--- config.mk ---
export PLATFORM = sky130hd
export DESIGN_NAME = mac_keyed_peer_table_core
export DESIGN_NICKNAME = d
export VERILOG_FILES = /design/src/rtl/mkpt_pkg.sv /design/src/rtl/mkpt_ram.sv /design/src/rtl/mac_keyed_peer_table_core.sv
export VERILOG_INCLUDE_DIRS = /design/src /design/src/rtl
export SDC_FILE = /design/constraint.sdc
export NUM_CORES = 2
export LEC_CHECK = 0
export ABC_AREA = 1
export BUFFER_PORTS_ARGS = -buffer_cell sky130_fd_sc_hd__buf_2
export CAP_MARGIN = 20
export CORE_MARGIN = 3
export CORE_UTILIZATION = 60
export DETAILED_ROUTE_END_ITERATION = 12
export HOLD_SLACK_MARGIN = 0.05
export PLACE_DENSITY = 0.76
export RECOVER_POWER = 50
export SLEW_MARGIN = 10
export SYNTH_ARGS = -nofsm -noshare
export SYNTH_HDL_FRONTEND = slang
export SYNTH_HIERARCHICAL = 1
export SYNTH_SLANG_ARGS = --single-unit
--- constraint.sdc ---
create_clock -name clk -period 25.3 [get_ports clk]
set_input_delay 6.325 -clock clk [delete_from_list [all_inputs] [get_ports clk]]
set_output_delay 6.325 -clock clk [all_outputs]
set_load 0.03 [all_outputs]
--- src/rtl/mac_keyed_peer_table_core_defines.svh ---
// Assertion macros shared by the peer table RTL.
`ifndef MAC_KEYED_PEER_TABLE_CORE_DEFINES_SVH
`define MAC_KEYED_PEER_TABLE_CORE_DEFINES_SVH

// Same-cycle implication, checked on every rising edge of clk outside reset.
`define MKPT_ASSERT_IMP(label, ante, cons) \
  label: assert property (@(posedge clk) disable iff (rst) (ante) |-> (cons)) \
    else $error("peer table check failed");

// Next-cycle implication, checked on every rising edge of clk outside reset.
`define MKPT_ASSERT_NXT(label, ante, cons) \
  label: assert property (@(posedge clk) disable iff (rst) (ante) |=> (cons)) \
    else $error("peer table check failed");

`endif

--- src/rtl/mkpt_pkg.sv ---
// Shared types and constants of the MAC keyed peer table.
package mkpt_pkg;

  localparam int MAX_PEERS = 16;
  localparam int IDX_W     = 4;
  localparam int CNT_W     = 5;
  localparam int MAC_W     = 48;
  localparam int BYTE_W    = 8;

  typedef enum logic [1:0] {
    OP_UPSERT = 2'd0,
    OP_FIND   = 2'd1,
    OP_READ   = 2'd2,
    OP_CLEAR  = 2'd3
  } op_t;

  typedef enum logic [1:0] {
    STATUS_OK        = 2'd0,
    STATUS_FULL      = 2'd1,
    STATUS_NOT_FOUND = 2'd2
  } status_t;

  typedef enum logic [1:0] {
    ST_IDLE,
    ST_SCAN,
    ST_READ,
    ST_RESP
  } state_t;

  typedef struct packed {
    logic [MAC_W-1:0]  peer_mac;
    logic [MAC_W-1:0]  owner_mac;
    logic [BYTE_W-1:0] active_profile;
    logic [BYTE_W-1:0] default_profile;
    logic [BYTE_W-1:0] dev_state;
  } entry_t;

  localparam int ENTRY_W = $bits(entry_t);

endpackage

--- src/rtl/mkpt_ram.sv ---
// Generic single-write, single-read RAM with a registered read port.
module mkpt_ram #(
  parameter int WIDTH = 8,
  parameter int DEPTH = 16
) (
  input  logic                     clk,
  input  logic                     we,
  input  logic [$clog2(DEPTH)-1:0] waddr,
  input  logic [WIDTH-1:0]         wdata,
  input  logic [$clog2(DEPTH)-1:0] raddr,
  output logic [WIDTH-1:0]         rdata
);

  logic [WIDTH-1:0] mem [DEPTH];

  always_ff @(posedge clk) begin
    if (we) begin
      mem[waddr] <= wdata;
    end
    rdata <= mem[raddr];
  end

endmodule

--- src/rtl/mac_keyed_peer_table_core.sv ---
// Top level of the MAC keyed peer table: sequencer, entry RAM and response register.
//
// The block keeps up to sixteen peers keyed by MAC address and serves one
// request at a time. Upsert and find walk the filled slots from slot 0 upward
// through the single read port of the entry RAM, one slot per cycle with the
// key compare in the cycle after the read of its slot. A read by index goes
// through the RAM only when the index is filled; a read of an unfilled index
// and a clear are answered straight from the idle state.
// An upsert writes its entry in the cycle that ends the search. The response
// is held in registers until rsp_ready is seen, and req_ready stays low from
// acceptance until the response has been taken. The controller MAC register
// may be written at any time the block is idle and takes effect at the next
// request. Slots that were never written hold unknown data, but only slots
// below the fill count are ever reported, so no clearing pass is needed after
// reset.
module mac_keyed_peer_table_core (
  input  logic                         clk,
  input  logic                         rst,
  input  logic                         controller_mac_we,
  input  logic [mkpt_pkg::MAC_W-1:0]   controller_mac_wdata,
  input  logic                         req_valid,
  output logic                         req_ready,
  input  logic [1:0]                   opcode,
  input  logic [mkpt_pkg::MAC_W-1:0]   key_mac,
  input  logic [mkpt_pkg::IDX_W-1:0]   entry_index,
  input  logic [mkpt_pkg::BYTE_W-1:0]  new_active_profile,
  input  logic [mkpt_pkg::BYTE_W-1:0]  new_default_profile,
  input  logic [mkpt_pkg::BYTE_W-1:0]  new_device_state,
  input  logic [mkpt_pkg::MAC_W-1:0]   new_owner_mac,
  output logic                         rsp_valid,
  input  logic                         rsp_ready,
  output logic [1:0]                   status,
  output logic [mkpt_pkg::IDX_W-1:0]   slot,
  output logic [mkpt_pkg::MAC_W-1:0]   out_peer_mac,
  output logic [mkpt_pkg::BYTE_W-1:0]  out_active_profile,
  output logic [mkpt_pkg::BYTE_W-1:0]  out_default_profile,
  output logic [mkpt_pkg::BYTE_W-1:0]  out_device_state,
  output logic [mkpt_pkg::MAC_W-1:0]   out_owner_mac,
  output logic                         owned_by_other,
  output logic [mkpt_pkg::CNT_W-1:0]   occupancy
);

  import mkpt_pkg::*;

  `include "mac_keyed_peer_table_core_defines.svh"

  state_t            state, state_next;
  logic [MAC_W-1:0]  self_mac;
  logic [CNT_W-1:0]  fill_count, fill_count_next;

  // Scan pointers: issue_idx is the next slot to read, cmp_idx the slot whose
  // data sits on the RAM output when cmp_valid is set.
  logic [CNT_W-1:0]  issue_idx, issue_idx_next;
  logic              cmp_valid, cmp_valid_next;
  logic [IDX_W-1:0]  cmp_idx, cmp_idx_next;

  // Captured request.
  op_t               op_q;
  logic [MAC_W-1:0]  key_q;
  logic [BYTE_W-1:0] act_q, def_q, dev_q;
  logic [MAC_W-1:0]  own_q;

  logic              ram_we;
  logic [IDX_W-1:0]  ram_waddr, ram_raddr;
  entry_t            ram_rdata, new_entry;

  logic              accept, scan_hit, scan_more;
  logic              rsp_load, sel_none;
  entry_t            sel_entry;
  logic [IDX_W-1:0]  sel_slot;
  status_t           sel_status;

  assign accept    = req_valid && req_ready;
  assign req_ready = (state == ST_IDLE);
  assign rsp_valid = (state == ST_RESP);

  assign scan_hit  = cmp_valid && (ram_rdata.peer_mac == key_q);
  assign scan_more = (issue_idx < fill_count);

  assign new_entry = '{peer_mac:        key_q,
                       owner_mac:       own_q,
                       active_profile:  act_q,
                       default_profile: def_q,
                       dev_state:       dev_q};

  mkpt_ram #(
    .WIDTH (ENTRY_W),
    .DEPTH (MAX_PEERS)
  ) u_entry_ram (
    .clk   (clk),
    .we    (ram_we),
    .waddr (ram_waddr),
    .wdata (new_entry),
    .raddr (ram_raddr),
    .rdata (ram_rdata)
  );

  // Next state.
  always_comb begin
    state_next = state;
    case (state)
      ST_IDLE: begin
        if (req_valid) begin
          case (op_t'(opcode))
            OP_UPSERT, OP_FIND: state_next = ST_SCAN;
            OP_READ: begin
              state_next = ({1'b0, entry_index} < fill_count) ? ST_READ : ST_RESP;
            end
            default: state_next = ST_RESP;
          endcase
        end
      end
      ST_SCAN: begin
        if (scan_hit || !scan_more) begin
          state_next = ST_RESP;
        end
      end
      ST_READ: state_next = ST_RESP;
      ST_RESP: begin
        if (rsp_ready) begin
          state_next = ST_IDLE;
        end
      end
      default: state_next = ST_IDLE;
    endcase
  end

  // Datapath control: RAM access, scan pointers, fill count and the response.
  always_comb begin
    ram_we          = 1'b0;
    ram_waddr       = cmp_idx;
    ram_raddr       = issue_idx[IDX_W-1:0];
    fill_count_next = fill_count;
    issue_idx_next  = issue_idx;
    cmp_valid_next  = 1'b0;
    cmp_idx_next    = cmp_idx;
    rsp_load        = 1'b0;
    sel_entry       = ram_rdata;
    sel_slot        = cmp_idx;
    sel_status      = STATUS_OK;
    sel_none        = 1'b1;
    case (state)
      ST_IDLE: begin
        issue_idx_next = '0;
        ram_raddr      = entry_index;
        cmp_idx_next   = entry_index;
        if (req_valid) begin
          case (op_t'(opcode))
            OP_CLEAR: begin
              fill_count_next = '0;
              rsp_load        = 1'b1;
            end
            OP_READ: begin
              if ({1'b0, entry_index} >= fill_count) begin
                sel_status = STATUS_NOT_FOUND;
                rsp_load   = 1'b1;
              end
            end
            default: ;
          endcase
        end
      end
      ST_SCAN: begin
        if (scan_hit) begin
          rsp_load = 1'b1;
          sel_none = 1'b0;
          if (op_q == OP_UPSERT) begin
            ram_we    = 1'b1;
            sel_entry = new_entry;
          end
        end else if (scan_more) begin
          issue_idx_next = issue_idx + CNT_W'(1);
          cmp_valid_next = 1'b1;
          cmp_idx_next   = issue_idx[IDX_W-1:0];
        end else begin
          rsp_load = 1'b1;
          if (op_q != OP_UPSERT) begin
            sel_status = STATUS_NOT_FOUND;
          end else if (fill_count >= CNT_W'(MAX_PEERS)) begin
            sel_status = STATUS_FULL;
          end else begin
            // Append the key at the first free slot.
            ram_we          = 1'b1;
            ram_waddr       = fill_count[IDX_W-1:0];
            sel_slot        = fill_count[IDX_W-1:0];
            sel_entry       = new_entry;
            sel_none        = 1'b0;
            fill_count_next = fill_count + CNT_W'(1);
          end
        end
      end
      ST_READ: begin
        rsp_load = 1'b1;
        sel_none = 1'b0;
      end
      default: ;
    endcase
  end

  always_ff @(posedge clk) begin
    if (rst) begin
      state      <= ST_IDLE;
      self_mac   <= '0;
      fill_count <= '0;
      issue_idx  <= '0;
      cmp_valid  <= 1'b0;
    end else begin
      state      <= state_next;
      fill_count <= fill_count_next;
      issue_idx  <= issue_idx_next;
      cmp_valid  <= cmp_valid_next;
      if (controller_mac_we) begin
        self_mac <= controller_mac_wdata;
      end
    end
  end

  always_ff @(posedge clk) begin
    cmp_idx <= cmp_idx_next;
    if (accept) begin
      op_q  <= op_t'(opcode);
      key_q <= key_mac;
      act_q <= new_active_profile;
      def_q <= new_default_profile;
      dev_q <= new_device_state;
      own_q <= new_owner_mac;
    end
    if (rsp_load) begin
      status    <= sel_status;
      occupancy <= fill_count_next;
      if (sel_none) begin
        slot                <= '0;
        out_peer_mac        <= '0;
        out_active_profile  <= '0;
        out_default_profile <= '0;
        out_device_state    <= '0;
        out_owner_mac       <= '0;
        owned_by_other      <= 1'b0;
      end else begin
        slot                <= sel_slot;
        out_peer_mac        <= sel_entry.peer_mac;
        out_active_profile  <= sel_entry.active_profile;
        out_default_profile <= sel_entry.default_profile;
        out_device_state    <= sel_entry.dev_state;
        out_owner_mac       <= sel_entry.owner_mac;
        owned_by_other      <= (sel_entry.owner_mac != '0) &&
                               (sel_entry.owner_mac != self_mac);
      end
    end
  end

  `MKPT_ASSERT_NXT(a_busy_after_accept, accept, !req_ready)
  `MKPT_ASSERT_IMP(a_write_only_in_scan, ram_we, state == ST_SCAN)
  `MKPT_ASSERT_IMP(a_fill_in_range, state != ST_IDLE, fill_count <= CNT_W'(MAX_PEERS))
  `MKPT_ASSERT_IMP(a_occupancy_tracks_fill, rsp_valid, occupancy == fill_count)
  `MKPT_ASSERT_IMP(a_no_entry_on_error, rsp_valid && (status != STATUS_OK),
                   (slot == '0) && !owned_by_other)

endmodule

==> impl_metrics.yaml <==
synthesis:
  postSynthNetCount: 10600
  synth_top_flop_cell: "sky130_fd_sc_hd__edfxtp_1"
  synth_top_area_share_pct: 63.1
  post_synth_inst_count: 10400
  netlist_top_cells_area: "sky130_fd_sc_hd__edfxtp_1 (63%), sky130_fd_sc_hd__nand2_1 (11%), sky130_fd_sc_hd__nand3_1 (7.6%)"
  postSynth.asyncResetShare_pct: 0
  yosysUniqueCellTypes: 48
  synth-seq-area-share_pct: 66.6
  mappedNetlistArea_um2: 104000
  synthesis.area_per_instance_um2: 9.96
  edff_count_synth: 2178
  ys_warn_count: 6
  yosys.area.top_type: "sky130_fd_sc_hd__edfxtp_1"
  postSynthRegisterBits: 2359
cts:
  tritoncts_num_sinks: 2359
  tritoncts: "yes"
  cts-resized-gates: 0
  hold_buffers_post_cts: 0
  cts.clk_slew.worst_paths_ps: 60
  clkLatencyLatePin_ps: 880
  clockRootBuffer: "sky130_fd_sc_hd__clkbuf_16"
  clock_tree.htree_level_count: 4
  post-cts-setup-buffers: 0
  cts_buffer_depth: 3
  cts_made_buffers: 232
placement:
  port_buffers: 312
  dpl.hpwl_um: 156000
  globalplace.congestion: 0.933
timing:
  setup_viol: 0
  fin_skew_ps: 41.2
  slew_viol_final: 467
  slew_headroom_pct: -201
  totalNegativeSetupSlack_ps: 0
  max_clock_freq_mhz: 62.9
  max_slew.worst_pin.slew_ps: 4500
  finalWorstPathRequiredPeriod_ps: 15910
  hold_violations_final: 0
  final_min_period_over_clock_period_pct: 62.9
  rsz0062_at_grt: "false"
setup_path:
  timing.critical_path.fanout_max: 53
  timing.critical_path.required_ps: 25770
  critical-path-max-stage-delay_ps: 3320
  crit_buf_inv: 5
  worst_setup_path_end_kind: "register"
  criticalPathCategory: "reg2reg"
  critPathLaunchType: "register"
  cp_cell_sequence: "inv_1, nand2_1, nand2_1, nor2_1, nand2_1, nor2_1, nand2_1, nor2_1, nand2_1, clkinvlp_2, nor2_4, clkbuf_1, nor2_1, o21a_1, nand3b_1, nor2_1, buf_4, buf_4"
  critical_path.slowest_cell: "sky130_fd_sc_hd__nand2_1"
  worst-endpoint-arrival_ps: 16380
  worst_path_dominant_cell_family: "simple AND/OR/NAND/NOR gates"
layout:
  regArea_um2: 69000
  synth_to_final_area_change_pct: 9.86
  layout_common_cells: "sky130_fd_sc_hd__nand2_1 (3158), sky130_fd_sc_hd__edfxtp_1 (2178), sky130_fd_sc_hd__inv_1 (1740), sky130_fd_sc_hd__nand3_1 (1574), sky130_fd_sc_hd__o21ai_0 (334)"
  layout.cells.most_common: "sky130_fd_sc_hd__nand2_1"
  layout.filler_cells: 12500
  multiInputGateArea_um2: 25300
  fin_nets: 10700
  final_layout_size_suffix_gt1_share_pct: 7.21
die:
  boundaryPins: 313
  start_util_pct: 60.8
  die-area_um2: 178000
  row_count: 151
  fp.coreArea_um2: 171000
  die-height_um: 422
  floorplan.die.width_um: 422
routing:
  post_route_drc_violation_count: 0
  avgRoutedWirePerCell_um: 22.5
  drt_pass1_iterations: 7
  detailedRoute.firstIterationViolations: 10800
  met2RoutedLength_um: 136000
  viasPerCell: 5.80
  routed.top_layer: "met5"
  ant_nets: 0
  dr_wl_met3_um: 31900
  met1_length_um: 108000
  via_count: 75600
  routed_wirelength_um: 294000
power:
  powerDensity_nw_per_um2: 111
  leakage_uw: 0.0485
  power.total_uw: 12700
  ir_drop_v: 0.0000964
global_route:
  track_usage_pct: 32.5
  globalRouteOverflowTotal: 0
  first_global_vias: 72100
  grt_max_degree: 219
  antenna_found_initial: 15
  grt_first_pass_wirelength_um: 438000
status:
  outcome: "finished, violations left"
  failing_checks: "max-capacitance violations, max-slew violations"
flow_run:
  cap_viol_max_count: 17
hold_path:
  worstHoldPathType: "reg2reg"
==> where the power goes <==
group	leakage, uW	total, uW	internal (uW)	switching (uW)
clock	0.00373	3410	1950	1460
sequential	0.0213	5290	4860	431
combinational	0.0234	3950	1040	2910
==> sequential cells by signal, summed over array words and instances (netlist names), 4 cells and up <==
name / cells
slot: 4
act_q: 8
out_active_profile: 8
u_entry_ram/mem: 1920
issue_idx: 5
def_q: 8
occupancy: 5
out_default_profile: 8
cmp_idx: 4
self_mac: 48
out_peer_mac: 48
out_device_state: 8
out_owner_mac: 48
dev_q: 8
own_q: 48
fill_count: 5
key_q: 48
u_entry_ram/rdata: 120
==> stage by stage <==
step / std cells / hold WS [ps] / cell area [um^2] / worst slack, ps / util (%)
2_1_floorplan: 10400 / 445 / 104000 / 11890 / -
3_3_place_gp: 12600 / 457 / 106000 / 13580 / 62.4
3_5_place_dp: 12600 / 466 / 106000 / 13490 / 62.4
4_1_cts: 13000 / 475 / 114000 / 14390 / 66.9
5_1_grt: 13000 / 493 / 114000 / 9130 / 66.7
6_report: 13000 / 474 / 114000 / 9390 / 66.8
==> metal layers <==
| layer | GRT usage, % | up-vias |
|---|---|---|
| li1 | - | 34100 |
| met1 | 43.1 | 35700 |
| met2 | 51.3 | 4891 |
| met3 | 5.23 | 963 |
| met4 | 18.7 | 4 |
| met5 | 0 | - |
==> worst register-to-register path: cells and delay by family (launching register included) <==
kind / cells / cell delay [ps]
AO/OA/AOI/OAI: 1 / 280
buffers and inverters: 5 / 4330
flip-flops: 1 / 790
AND/OR/NAND/NOR: 12 / 10080
==> final cells by class <==
class | count | share of cell area, %
Clock inverter | 137 | 1.04
Inverter | 1764 | 5.85
Clock buffer | 305 | 5.60
Timing Repair Buffer | 427 | 2.16
Antenna cell | 11 | 0.0242
Tap cell | 2295 | 2.52
Sequential cell | 2359 | 60.6
Multi-Input combinational cell | 5750 | 22.2
==> cell families after synthesis <==
logic type               Yosys count  synth area share [%]
XOR/XNOR                          14                 0.118
AND/OR/NAND/NOR                 4997                  20.3
AO/OA/AOI/OAI                    692                  3.43
adder cells (fa/ha/maj)           15                 0.181
flip-flops                      2359                  66.6
buffers and inverters           2304                  9.10
multiplexers                      32                 0.309
==> cells in the mapped netlist (14+ instances only) <==
library cell               instances
sky130_fd_sc_hd__o21bai_1         14
sky130_fd_sc_hd__dfxtp_1         181
sky130_fd_sc_hd__ha_1             15
sky130_fd_sc_hd__nand2_1        3158
sky130_fd_sc_hd__buf_2           278
sky130_fd_sc_hd__a21oi_1         286
sky130_fd_sc_hd__inv_1          1743
sky130_fd_sc_hd__edfxtp_1       2178
sky130_fd_sc_hd__inv_2            16
sky130_fd_sc_hd__buf_1            40
sky130_fd_sc_hd__nand3b_1         15
sky130_fd_sc_hd__clkbuf_1        150
sky130_fd_sc_hd__o21ai_1          44
sky130_fd_sc_hd__buf_4            28
sky130_fd_sc_hd__nor2_1          192
sky130_fd_sc_hd__o21ai_0         330
sky130_fd_sc_hd__mux2i_1          32
sky130_fd_sc_hd__nand3_1        1575
sky130_fd_sc_hd__nand4_1          18
sky130_fd_sc_hd__buf_6            44
==> path summary, 6_finish.rpt <==
| path | start | endpoint | cells after the start | slack (ps) |
|---|---|---|---|---|
| max | key_q[42] | u_entry_ram/mem[7][68] | 18 | 9390 |
| min | self_mac[31] | self_mac[31] | 2 | 470 |
| max reg2reg | key_q[42] | u_entry_ram/mem[7][68] | 18 | 9390 |
| min reg2reg | self_mac[31] | self_mac[31] | 2 | 470 |
Power figures use the tool's default switching activity.
